===== config.mk =====
export PLATFORM = sky130hd
export DESIGN_NAME = seven_segment_mux_display_unit
export DESIGN_NICKNAME = d
export VERILOG_FILES = /design/src/design/ssmd_pkg.sv /design/src/design/seven_segment_mux_display_unit.sv
export SDC_FILE = /design/constraint.sdc
export NUM_CORES = 1
export LEC_CHECK = 0
export ABC_AREA = 1
export CAP_MARGIN = 20
export CORE_AREA = 4 4 240 242
export CTS_CLUSTER_SIZE = 40
export DETAILED_ROUTE_END_ITERATION = 12
export DIE_AREA = 0 0 244 246
export DONT_BUFFER_PORTS = 1
export MAX_ROUTING_LAYER = met4
export PLACE_DENSITY = 0.53
export SETUP_SLACK_MARGIN = 0.05
export SYNTH_ARGS = -nofsm -noshare
export SYNTH_HDL_FRONTEND = slang
export SYNTH_SLANG_ARGS = --single-unit

===== constraint.sdc =====
create_clock -name clk_i -period 9.1 [get_ports clk_i]
set_input_delay 0.455 -clock clk_i [delete_from_list [all_inputs] [get_ports clk_i]]
set_output_delay 0.455 -clock clk_i [all_outputs]
set_load 0.02 [all_outputs]

===== src/design/ssmd_pkg.sv =====
// Package for the multiplexed seven-segment display unit: operation codes,
// register indexes, pipeline stage types and the character glyph tables.
// No dependencies.
`default_nettype none

package ssmd_pkg;

  localparam int unsigned Digits = 4;

  localparam logic [7:0] RawMark   = 8'h80;
  localparam logic [7:0] SpaceCode = 8'h20;

  localparam logic [6:0] BrightMax   = 7'd100;
  localparam logic [6:0] BrightReset = 7'd25;
  localparam logic [6:0] PeriodBase  = 7'd105;

  // configuration register indexes
  localparam logic [1:0] CfgBrightness    = 2'd0;
  localparam logic [1:0] CfgCommonCathode = 2'd1;
  localparam logic [1:0] CfgAlphabet      = 2'd2;

  typedef enum logic [2:0] {
    OP_TICK      = 3'd0,
    OP_SHIFT_CHR = 3'd1,
    OP_WRITE_CHR = 3'd2,
    OP_WRITE_PAT = 3'd3,
    OP_SHIFT_PAT = 3'd4,
    OP_NUMBER    = 3'd5,
    OP_CLEAR     = 3'd6,
    OP_TIME      = 3'd7
  } op_e;

  // fields of a command that travel through every stage
  typedef struct packed {
    op_e        op;
    logic [7:0] code;
    logic [7:0] pat;
    logic [1:0] pos;
    logic       sec_odd;
  } cmd_t;

  typedef struct packed {
    cmd_t        cmd;
    logic [15:0] number;
    logic [6:0]  hours;
    logic [6:0]  minutes;
  } stg0_t;

  typedef struct packed {
    cmd_t        cmd;
    logic [15:0] value;
  } stg1_t;

  // value = 100 * quo + rem
  typedef struct packed {
    cmd_t       cmd;
    logic [9:0] quo;
    logic [6:0] rem;
  } stg2_t;

  // n < 100 -> {tens, ones}; n*205 >> 11 is exact n/10 for this range
  function automatic logic [7:0] split_dec(input logic [6:0] n);
    logic [14:0] prod;
    logic [3:0]  tens;
    logic [6:0]  ones;
    prod = 15'(n) * 15'd205;
    tens = prod[14:11];
    ones = n - 7'(tens) * 7'd10;
    return {tens, ones[3:0]};
  endfunction

  function automatic logic [7:0] base_glyph(input logic [7:0] c);
    logic [7:0] s;
    case (c)
      8'h00, 8'h30, 8'h4F:        s = 8'h3F;
      8'h01, 8'h31, 8'h6C:        s = 8'h06;
      8'h02, 8'h32:               s = 8'h5B;
      8'h03, 8'h33:               s = 8'h4F;
      8'h04, 8'h34:               s = 8'h66;
      8'h05, 8'h35, 8'h53, 8'h73: s = 8'h6D;
      8'h06, 8'h36:               s = 8'h7D;
      8'h07, 8'h37:               s = 8'h07;
      8'h08, 8'h38:               s = 8'h7F;
      8'h09, 8'h39, 8'h67:        s = 8'h6F;
      8'h0A, 8'h41, 8'h61:        s = 8'h77;
      8'h0B, 8'h42, 8'h62:        s = 8'h7C;
      8'h0C, 8'h43:               s = 8'h39;
      8'h63:                      s = 8'h58;
      8'h0D, 8'h44, 8'h64:        s = 8'h5E;
      8'h0E, 8'h45:               s = 8'h79;
      8'h65:                      s = 8'h7B;
      8'h0F, 8'h46, 8'h66:        s = 8'h71;
      default:                    s = 8'h00;
    endcase
    return s;
  endfunction

  function automatic logic [7:0] extra_glyph(input logic [7:0] c);
    logic [7:0] s;
    case (c)
      8'h47:                      s = 8'h3D;
      8'h48:                      s = 8'h76;
      8'h68:                      s = 8'h74;
      8'h49, 8'h69:               s = 8'h06;
      8'h4A, 8'h6A:               s = 8'h1E;
      8'h4C:                      s = 8'h38;
      8'h4D, 8'h6D:               s = 8'h55;
      8'h4E, 8'h6E:               s = 8'h54;
      8'h6F:                      s = 8'h5C;
      8'h50, 8'h70:               s = 8'h73;
      8'h51, 8'h71:               s = 8'h67;
      8'h52, 8'h72:               s = 8'h50;
      8'h54, 8'h74:               s = 8'h78;
      8'h55:                      s = 8'h3E;
      8'h75, 8'h56, 8'h76:        s = 8'h1C;
      8'h57, 8'h77:               s = 8'h1D;
      8'h59, 8'h79:               s = 8'h6E;
      8'h2D:                      s = 8'h40;
      8'h22:                      s = 8'h22;
      8'h27:                      s = 8'h02;
      8'h5F:                      s = 8'h08;
      default:                    s = 8'h00;
    endcase
    return s;
  endfunction

  function automatic logic [7:0] glyph(input logic [7:0] c, input logic alpha);
    logic [7:0] s;
    s = base_glyph(c);
    if (s == 8'h00 && alpha) begin
      s = extra_glyph(c);
    end
    return s;
  endfunction

endpackage

`default_nettype wire


===== src/design/seven_segment_mux_display_unit.sv =====
// Top level of the multiplexed four-digit seven-segment display unit.
// Uses ssmd_pkg for codes, stage types and glyph tables.
`default_nettype none

// Takes one command per clock while the input is not stalled and returns one
// result (the digit and segment pin levels after that command) per command, in
// order. A result passes four registers in a row: the input register, one
// after the time value is formed, one after the split of the value into a
// quotient and remainder by 100, and the output register, loaded as the
// command commits its decimal digits or other update to the display state.
// Ticks advance the multiplex counter; other commands leave the pin levels
// unchanged. Polarity follows the cathode-polarity register at the time the
// command commits.
module seven_segment_mux_display_unit (
  input  wire logic        clk_i,
  input  wire logic        rst_ni,

  input  wire logic        cfg_we_i,
  input  wire logic [1:0]  cfg_idx_i,
  input  wire logic [6:0]  cfg_wdata_i,

  input  wire logic        in_valid_i,
  output logic             in_stall_o,
  input  wire logic [2:0]  operation_i,
  input  wire logic [7:0]  char_code_i,
  input  wire logic [7:0]  segment_pattern_i,
  input  wire logic [1:0]  position_i,
  input  wire logic [15:0] number_i,
  input  wire logic [6:0]  hours_i,
  input  wire logic [6:0]  minutes_i,
  input  wire logic [5:0]  seconds_i,

  output logic             out_valid_o,
  input  wire logic        out_stall_i,
  output logic [3:0]       digit_lines_o,
  output logic [7:0]       segment_lines_o
);

  // configuration
  logic [6:0] bright_q;
  logic       cc_q;
  logic       alpha_q;

  always_ff @(posedge clk_i or negedge rst_ni) begin
    if (!rst_ni) begin
      bright_q <= ssmd_pkg::BrightReset;
      cc_q     <= 1'b0;
      alpha_q  <= 1'b1;
    end else if (cfg_we_i) begin
      case (cfg_idx_i)
        ssmd_pkg::CfgBrightness:    bright_q <= cfg_wdata_i;
        ssmd_pkg::CfgCommonCathode: cc_q     <= cfg_wdata_i[0];
        ssmd_pkg::CfgAlphabet:      alpha_q  <= cfg_wdata_i[0];
        default: ;
      endcase
    end
  end

  // pipeline flow control
  logic s0_valid_q, s1_valid_q, s2_valid_q, out_valid_q;
  logic out_free, s2_free, s1_free, s0_free;
  logic s2_go, s1_go, s0_go, in_take;

  assign out_free = !out_valid_q || !out_stall_i;
  assign s2_go    = s2_valid_q && out_free;
  assign s2_free  = !s2_valid_q || out_free;
  assign s1_go    = s1_valid_q && s2_free;
  assign s1_free  = !s1_valid_q || s2_free;
  assign s0_go    = s0_valid_q && s1_free;
  assign s0_free  = !s0_valid_q || s1_free;
  assign in_take  = in_valid_i && s0_free;

  assign in_stall_o  = !s0_free;
  assign out_valid_o = out_valid_q;

  always_ff @(posedge clk_i or negedge rst_ni) begin
    if (!rst_ni) begin
      s0_valid_q  <= 1'b0;
      s1_valid_q  <= 1'b0;
      s2_valid_q  <= 1'b0;
      out_valid_q <= 1'b0;
    end else begin
      if (s0_free)  s0_valid_q  <= in_valid_i;
      if (s1_free)  s1_valid_q  <= s0_valid_q;
      if (s2_free)  s2_valid_q  <= s1_valid_q;
      if (out_free) out_valid_q <= s2_valid_q;
    end
  end

  // stage 0: input register, form the value to show
  ssmd_pkg::stg0_t s0_q;
  ssmd_pkg::stg1_t s1_d, s1_q;
  logic [13:0]     time_val;

  always_ff @(posedge clk_i) begin
    if (in_take) begin
      s0_q.cmd.op      <= ssmd_pkg::op_e'(operation_i);
      s0_q.cmd.code    <= char_code_i;
      s0_q.cmd.pat     <= segment_pattern_i;
      s0_q.cmd.pos     <= position_i;
      s0_q.cmd.sec_odd <= seconds_i[0];
      s0_q.number      <= number_i;
      s0_q.hours       <= hours_i;
      s0_q.minutes     <= minutes_i;
    end
  end

  always_comb begin
    time_val   = 14'(s0_q.hours) * 14'd100 + 14'(s0_q.minutes);
    s1_d.cmd   = s0_q.cmd;
    s1_d.value = (s0_q.cmd.op == ssmd_pkg::OP_TIME) ? {2'b00, time_val} : s0_q.number;
  end

  always_ff @(posedge clk_i) begin
    if (s0_go) s1_q <= s1_d;
  end

  // stage 1: value / 100 by reciprocal; the estimate is at most one low
  ssmd_pkg::stg2_t s2_d, s2_q;
  logic [25:0] recip_prod;
  logic [9:0]  quo_est;
  logic [16:0] rem_full;
  logic [7:0]  rem_est;

  always_comb begin
    recip_prod = 26'(s1_q.value) * 26'd655;
    quo_est    = recip_prod[25:16];
    rem_full   = 17'(s1_q.value) - 17'(quo_est) * 17'd100;
    rem_est    = rem_full[7:0];
    s2_d.cmd   = s1_q.cmd;
    if (rem_est >= 8'd100) begin
      s2_d.quo = quo_est + 10'd1;
      s2_d.rem = 7'(rem_est - 8'd100);
    end else begin
      s2_d.quo = quo_est;
      s2_d.rem = rem_est[6:0];
    end
  end

  always_ff @(posedge clk_i) begin
    if (s1_go) s2_q <= s2_d;
  end

  // stage 2: digits and commit to display state
  logic [15:0] hund_prod;
  logic [2:0]  hund_hi;
  logic [9:0]  hund_lo_full;
  logic [7:0]  hi_dec, lo_dec;

  always_comb begin
    hund_prod    = 16'(s2_q.quo) * 16'd41;
    hund_hi      = hund_prod[14:12];
    hund_lo_full = s2_q.quo - 10'(hund_hi) * 10'd100;
    hi_dec       = ssmd_pkg::split_dec(hund_lo_full[6:0]);
    lo_dec       = ssmd_pkg::split_dec(s2_q.rem);
  end

  logic [7:0] char_q [ssmd_pkg::Digits];
  logic [7:0] char_d [ssmd_pkg::Digits];
  logic [7:0] pat_q  [ssmd_pkg::Digits];
  logic [7:0] pat_d  [ssmd_pkg::Digits];
  logic [3:0] dots_q, dots_d;
  logic [6:0] mux_cnt_q, mux_cnt_d;
  logic [3:0] digit_drive_q, digit_drive_d;
  logic [7:0] seg_drive_q, seg_drive_d;

  logic [6:0] bright_eff;
  logic [6:0] period;
  logic [6:0] cnt_inc;
  logic [1:0] sel;
  logic [1:0] dot_idx;
  logic [7:0] sel_char;
  logic [7:0] sel_segs;

  always_comb begin
    bright_eff = (bright_q > ssmd_pkg::BrightMax) ? ssmd_pkg::BrightMax : bright_q;
    period     = ssmd_pkg::PeriodBase - bright_eff;
    cnt_inc    = mux_cnt_q + 7'd1;
    sel        = mux_cnt_q[1:0];
    dot_idx    = sel + 2'd1;
    sel_char   = char_q[sel];
    if (sel_char[7]) begin
      sel_segs = pat_q[sel];
    end else begin
      sel_segs = ssmd_pkg::glyph(sel_char, alpha_q);
    end
    // rightmost digit has no flag bit for its dot
    if (sel != 2'd3 && dots_q[dot_idx]) begin
      sel_segs = sel_segs | ssmd_pkg::RawMark;
    end

    char_d        = char_q;
    pat_d         = pat_q;
    dots_d        = dots_q;
    mux_cnt_d     = mux_cnt_q;
    digit_drive_d = digit_drive_q;
    seg_drive_d   = seg_drive_q;

    if (s2_go) begin
      case (s2_q.cmd.op)
        ssmd_pkg::OP_TICK: begin
          if (mux_cnt_q < 7'(ssmd_pkg::Digits)) begin
            digit_drive_d = 4'b0001 << sel;
            seg_drive_d   = sel_segs;
          end else if (mux_cnt_q == 7'(ssmd_pkg::Digits)) begin
            digit_drive_d = 4'b0000;
            seg_drive_d   = 8'h00;
          end
          mux_cnt_d = (cnt_inc >= period) ? 7'd0 : cnt_inc;
        end
        ssmd_pkg::OP_SHIFT_CHR: begin
          for (int i = 0; i < ssmd_pkg::Digits - 1; i++) begin
            char_d[i] = char_q[i + 1];
            pat_d[i]  = pat_q[i + 1];
          end
          char_d[ssmd_pkg::Digits - 1] = s2_q.cmd.code;
          pat_d[ssmd_pkg::Digits - 1]  = 8'h00;
        end
        ssmd_pkg::OP_WRITE_CHR: begin
          char_d[s2_q.cmd.pos] = s2_q.cmd.code;
        end
        ssmd_pkg::OP_WRITE_PAT: begin
          pat_d[s2_q.cmd.pos]  = s2_q.cmd.pat;
          char_d[s2_q.cmd.pos] = ssmd_pkg::RawMark;
        end
        ssmd_pkg::OP_SHIFT_PAT: begin
          for (int i = 0; i < ssmd_pkg::Digits - 1; i++) begin
            char_d[i] = char_q[i + 1];
            pat_d[i]  = pat_q[i + 1];
          end
          char_d[ssmd_pkg::Digits - 1] = ssmd_pkg::RawMark;
          pat_d[ssmd_pkg::Digits - 1]  = s2_q.cmd.pat;
        end
        ssmd_pkg::OP_NUMBER, ssmd_pkg::OP_TIME: begin
          char_d[0] = {4'h0, hi_dec[7:4]};
          char_d[1] = {4'h0, hi_dec[3:0]};
          char_d[2] = {4'h0, lo_dec[7:4]};
          char_d[3] = {4'h0, lo_dec[3:0]};
          // colon dot sits on flag bit 2 and follows second parity
          if (s2_q.cmd.op == ssmd_pkg::OP_TIME) begin
            dots_d = {1'b0, s2_q.cmd.sec_odd, 2'b00};
          end else begin
            dots_d = 4'h0;
          end
        end
        ssmd_pkg::OP_CLEAR: begin
          for (int i = 0; i < ssmd_pkg::Digits; i++) begin
            char_d[i] = ssmd_pkg::SpaceCode;
          end
        end
        default: ;
      endcase
    end
  end

  always_ff @(posedge clk_i or negedge rst_ni) begin
    if (!rst_ni) begin
      for (int i = 0; i < ssmd_pkg::Digits; i++) begin
        char_q[i] <= ssmd_pkg::SpaceCode;
        pat_q[i]  <= 8'h00;
      end
      dots_q        <= 4'h0;
      mux_cnt_q     <= 7'd0;
      digit_drive_q <= 4'h0;
      seg_drive_q   <= 8'h00;
    end else begin
      char_q        <= char_d;
      pat_q         <= pat_d;
      dots_q        <= dots_d;
      mux_cnt_q     <= mux_cnt_d;
      digit_drive_q <= digit_drive_d;
      seg_drive_q   <= seg_drive_d;
    end
  end

  // output register, pin polarity applied
  logic [3:0] digit_lines_q;
  logic [7:0] segment_lines_q;

  always_ff @(posedge clk_i) begin
    if (s2_go) begin
      digit_lines_q   <= cc_q ? ~digit_drive_d : digit_drive_d;
      segment_lines_q <= cc_q ? seg_drive_d : ~seg_drive_d;
    end
  end

  assign digit_lines_o   = digit_lines_q;
  assign segment_lines_o = segment_lines_q;

  // at most one digit is ever driven
  a_one_digit: assert property (@(posedge clk_i) disable iff (!rst_ni)
    $onehot0(digit_drive_q))
    else $error("more than one digit driven");

  // blanked digits always come with blank segments
  a_blank_segs: assert property (@(posedge clk_i) disable iff (!rst_ni)
    (digit_drive_q == 4'h0) |-> (seg_drive_q == 8'h00))
    else $error("segments lit with no digit driven");

  // only a tick moves the multiplex state
  a_cmd_keeps_drive: assert property (@(posedge clk_i) disable iff (!rst_ni)
    (s2_go && s2_q.cmd.op != ssmd_pkg::OP_TICK) |=>
      ($stable(digit_drive_q) && $stable(seg_drive_q) && $stable(mux_cnt_q)))
    else $error("non-tick command changed the multiplex state");

endmodule

`default_nettype wire

# Yosys cells after proc, flatten, opt, wreduce, memory -nomap -nowiden
# Memories as Yosys holds them, arrays and structs flattened.
# Cells that the tools add are included.
# Widths: inputs -> output; s select.
# classes
n_reduce_logical,30
mux,33
n_mul,9
n_bitwise,7
n_addsub,10
order_cmp,8
n_eq_ne,12
shifts,1
# op_table
op,n
$pmux 32 s6,1
$mux 8,14
$pmux 32 s3,1
$bwmux 32,2
$bmux 8 s2,2
$mul 7x8->15 const B,2
$and 28x28->28,1
$not 28->28,1
$mul 16x10->26 const B,1
$mux 4,5
$mux 17,1
$demux 8 s2,1
$eq 3x3->1 const B,5
$mul 10x6->15 const B,1
$add 14x7->14,1
$mux 14,1
$mux 7,2
$reduce_and 2->1,7
$mul 7x5->12 const B,1
$add 10x1->10 const B,1
$mul 10x5->6 const B,1
$ge 8x7->1 const B,1
$logic_not 8->1,1
$mul 4x3->3 const B,2
other kinds (36),54
# totals
rom_bits,1792
memories,2
wordCells,155
register_bits,241
# memory_table
name,depth,width,rd,rd_clocked_by_memory_dff,wr,line_no,rtl
(no name shown),128,7,1,0,0,ssmd_pkg.sv:74,case (c)
(no name shown),128,7,1,0,0,ssmd_pkg.sv:100,case (c)

# Logic depth before layout (Yosys ltp)
# An unclocked memory read counts as a cell.
# depth
word_depth,16
depth_mapped,48
mapped_depth_nobuf,48

# Worst setup path after synthesis
# Ideal clock, no wire load.
# synth_timing
path_kind,flip-flop to flip-flop
start,reg s2_q[8] (netlist name)
end,reg char_q[19] (netlist name)
t_arrival_ns,7.186
path_stages_with_launch,45
setup_slack_ns,1.784
synth_period_minus_slack_ns,7.316
cell_sequence,edfxtp_1 -> ha_1 -> inv_1 -> fa_1 -> inv_1 -> ha_1 -> ha_1 -> nand2_1 -> inv_1 -> nand3_1 -> nand2_1 -> nand2_1 -> nand3b_1 -> nand2_1 -> inv_1 -> ha_1 -> fa_1 -> inv_1 -> [9 not listed] -> fa_1 -> inv_1 -> ha_1 -> nand2_1 -> o21ai_0 -> nand2_1 -> nand2_1 -> nand2_1 -> nand2_1 -> inv_1 -> ha_1 -> fa_1 -> xor2_1 -> or2_2 -> a21oi_1 -> o21ai_0 -> nand2_1 -> o21ai_0
# synth_via
elab_chain_len,7
# synth_rtl
element,line_no,rtl
start: declaration,seven_segment_mux_display_unit.sv:119,"ssmd_pkg::stg2_t s2_d, s2_q;"
start signal: assignment,seven_segment_mux_display_unit.sv:141,if (s1_go) s2_q <= s2_d;
$mul 10x6->15,seven_segment_mux_display_unit.sv:151,hund_prod = 16'(s2_q.quo) * 16'd41;
$mul 3x5->5,seven_segment_mux_display_unit.sv:153,hund_lo_full = s2_q.quo - 10'(hund_hi) * 10'd100;
$sub 7x7->7 *,seven_segment_mux_display_unit.sv:153,
$mul 7x8->15,ssmd_pkg.sv:66,prod = 15'(n) * 15'd205;
$mul 4x3->3,ssmd_pkg.sv:68,ones = n - 7'(tens) * 7'd10;
$sub 4x4->4 *,ssmd_pkg.sv:68,
$pmux 32 s6 *,seven_segment_mux_display_unit.sv:200,case (s2_q.cmd.op)
end signal: indexed assignment,seven_segment_mux_display_unit.sv:259,char_q[i] <= ssmd_pkg::SpaceCode;
end signal: assignment,seven_segment_mux_display_unit.sv:267,char_q <= char_d;
end: declaration,seven_segment_mux_display_unit.sv:158,logic [7:0] char_q [ssmd_pkg::Digits];
# Every way passes the cells marked *; elsewhere a longest branch is shown, timed or not.
# A chain may end at the register's enable or synchronous reset.

# Worst setup path after layout
# Same ends and word-level chain as after synthesis.

==> key figures <==
Clock tree
  • Clk slew on worst S/H paths: 0.06 ns
  • # hold bufs at CTS: 54
  • CTS Buf Count: 28
  • CTS Sinks: 238
  • Root Buffer: clkbuf_16
  • TritonCTS clock tree: yes
  • Number of setup buffers added after CTS: 0
  • H-tree levels: 1
  • Max Root-Sink Buffers: 3
  • Post-CTS sizing: 0
  • Clk_lat worst skew: 0.57 ns

Global route
  • Vias in the first global route: 15300
  • First-pass GRT wire length: 78.4 mm
  • Gr usage total: 0.161
  • Initial antenna violation count: 0
  • Largest net degree at the start of global routing: 98
  • GRT Residual Overflow: 0

Critical path
  • Critical Path Slowest Stage Cell: edfxtp_1
  • WP data arrival: 8.31 ns
  • Crit Path Max Fanout: 6
  • Startpoint Class: flop
  • Critical Path RT: 9.51 ns
  • Most common cell on crit path: nand2_1
  • Critical path type: reg -> reg
  • Worst setup EP type: flop
  • Delay of the slowest critical-path stage: 0.52 ns

Timing
  • Post-Route Setup TNS: 0 ns
  • Post-route clock period utilization: 0.868
  • Worst Skew: 0.0415 ns
  • # setup viols final: 0
  • Final Hold Slack: 0.0495 ns
  • Worst slew pin tran: 0.983 ns
  • Minimum clock period: 7.90 ns
  • Slew Limit Fails: 0
  • RSZ-0062 raised after global routing: false
  • F_max: 127 MHz
  • Final hold viol count: 0
  • Relative slew slack: 0.344

Flow run
  • MaxCap Viol Count: 0

Route
  • Total number of vias: 15100
  • Drt initial violations: 1015
  • Drt pass-1 iters: 5
  • Drt wl/cell: 15.3 um
  • Drt via density: 4.98
  • # DRC: 0
  • Antenna-violating nets left: 0
  • WL final: 46.5 mm

Floorplanning
  • Die area: 0.0600 mm^2
  • IO Count: 85
  • Die Span X: 244 um
  • Core area: 0.0551 mm^2
  • Starting Density: 0.348
  • Die Y-Extent: 246 um
  • Row cnt: 86

Place
  • HPWL after detailed placement: 34.9 mm
  • Placed cell areas: 0.0200 mm^2
  • Routability cong.: 0.879
  • Port bufs: 0

Final layout
  • N_diodes: 0
  • Post-route design area: 0.0215 mm^2
  • # nets final: 2672
  • Area Growth Syn to Fin: 11.9%
  • Layout cells sized above 1: 0.0451

Synthesis
  • Seq/Total Area, Yosys: 0.348
  • Synth cell types: 56
  • Largest area contributor in the netlist: edfxtp_1
  • Synth Net Count: 2628
  • Seq cells post-synth: 238
  • Synth Area per Inst: 8.64 um^2
  • EDFF count, synth: 141
  • Synth async-reset ratio: 0.408
  • Post-synth top cells: nand2_1 (442), inv_1 (341), ha_1 (264)
  • Post-synthesis cell area: 0.0192 mm^2
  • Largest cells by area after synthesis: edfxtp_1 (22%), ha_1 (17%), dfrtp_1 (12%)
  • Post-Syn Instances: 2219
  • Dominant synthesized flop cell: edfxtp_1
  • Share of the synthesized area in the top cell type: 0.221
  • Most frequent cell after synthesis: nand2_1
  • Synth Warn #: 0

Hold path
  • Path category of the worst min-delay check: in -> reg

Status
  • Outcome: complete, no violations
[critical path, delay by kind of cell, from the launching register on]
kind,cells,cell delay (ns)
AO/OA/AOI/OAI,5,0.54
XOR/XNOR,1,0.16
adder cells (fa/ha/maj),13,4.43
buffers and inverters,9,0.45
flip-flops,1,0.52
AND/OR/NAND/NOR,16,1.60
[flip-flops by register name (all words and copies together) (netlist names), 7 cells and up]
| name | flops |
|---|---|
| s1_q | 38 |
| s2_q | 39 |
| segment_lines_o | 8 |
| mux_cnt_q | 7 |
| s0_q | 52 |
| seg_drive_q | 8 |
| bright_q | 7 |
| char_q | 32 |
| pat_q | 32 |
[cell families (layout without fill, tap and decap cells)]
| logic type | after synthesis | count (layout) | synth area share |
|---|---|---|---|
| and+or+nand+nor | 763 | 763 | 0.166 |
| AOI/OAI and AO/OA | 412 | 412 | 0.124 |
| buffers and inverters | 401 | 467 | 0.0818 |
| adders and majority gates | 338 | 338 | 0.249 |
| DFF | 238 | 238 | 0.348 |
| xor gates and xnor gates | 63 | 63 | 0.0288 |
| muxes | 4 | 4 | 0.00235 |
[placed cells by master (no fill, tap or decap), types with 4 or more instances in the layout]
| cell | netlist | layout |
|---|---|---|
| dfrtp_1 | 89 | 88 |
| nand2_2 | 8 | 8 |
| a22oi_1 | 7 | 7 |
| a32oi_1 | 4 | 4 |
| clkbuf_1 | 33 | 8 |
| clkinv_1 | 3 | 6 |
| edfxtp_1 | 141 | 141 |
| o22ai_1 | 40 | 40 |
| nor3_1 | 18 | 17 |
| o221ai_1 | 12 | 12 |
| nor2_2 | 4 | 5 |
| ha_1 | 264 | 264 |
| o21ai_1 | 3 | 4 |
| nand2_1 | 442 | 442 |
| o211ai_1 | 18 | 18 |
| dlygate4sd3_1 | 0 | 53 |
| clkbuf_16 | 0 | 28 |
| a21oi_1 | 111 | 111 |
| o21ai_0 | 168 | 167 |
| xnor2_1 | 18 | 18 |
| o21bai_1 | 4 | 4 |
| xor2_1 | 45 | 45 |
| inv_2 | 4 | 4 |
| a211oi_1 | 5 | 5 |
| clkinv_2 | 0 | 4 |
| a21o_1 | 9 | 9 |
| or2_2 | 6 | 6 |
| fa_1 | 74 | 74 |
| nor2_1 | 135 | 132 |
| mux2_2 | 4 | 4 |
| buf_4 | 4 | 12 |
| a31oi_1 | 11 | 11 |
| nand3_1 | 122 | 122 |
| inv_1 | 341 | 341 |
| dfstp_2 | 8 | 8 |
| nor2_4 | 2 | 4 |
| nand4_1 | 13 | 13 |
| o2111ai_1 | 4 | 4 |
[path summary, 6_finish.rpt]
check                                        start                      end  slack, ns  cells after the start
worst max-delay path             s2_q[8]$_DFFE_PP_   char_q[19]$_DFFE_PN0P_       1.20                     44
worst min-delay path                cfg_wdata_i[3]  bright_q[3]$_DFFE_PN1P_       0.05                      2
worst max register to register   s2_q[8]$_DFFE_PP_   char_q[19]$_DFFE_PN0P_       1.20                     44
worst min register to register  s1_q[32]$_DFFE_PP_       s2_q[33]$_DFFE_PP_       0.42                      0
max in group asynchronous                   rst_ni    pat_q[18]$_DFFE_PN0P_       8.11                      2
min in group asynchronous                   rst_ni    pat_q[14]$_DFFE_PN0P_       0.57                      2
[metrics by stage]
| step | worst slack (ns) | std cells | util |
|---|---|---|---|
| after floorplan | 1.78 | 2219 | - |
| after global placement | 1.24 | 2926 | 0.362 |
| after detailed placement | 1.21 | 2926 | 0.362 |
| after CTS | 1.12 | 3032 | 0.389 |
| after global routing | 0.430 | 3033 | 0.390 |
| final | 1.20 | 3033 | 0.390 |
[area by class of cell]
cell class	count	area [um^2]
clock buffer	39	772
timing repair buffer	67	668
multi-input combinational	1580	11000
inverter	348	1310
tap	748	936
fill	5636	33600
clock inverter	13	145
sequential	238	6670
[metal layers]
| layer | global-route usage | wire length (um) | part of all wire |
|---|---|---|---|
| met3 | 0.0176 | 1800 | 0.039 |
| met1 | 0.216 | 21600 | 0.47 |
| met2 | 0.267 | 22100 | 0.48 |
| met4 | 0.0341 | 932 | 0.020 |
| met5 | - | 0 | 0 |
Power is left out: the tool's default activity adds up to more than one toggle a clock period on the data nets, which glitch-free logic cannot reach.
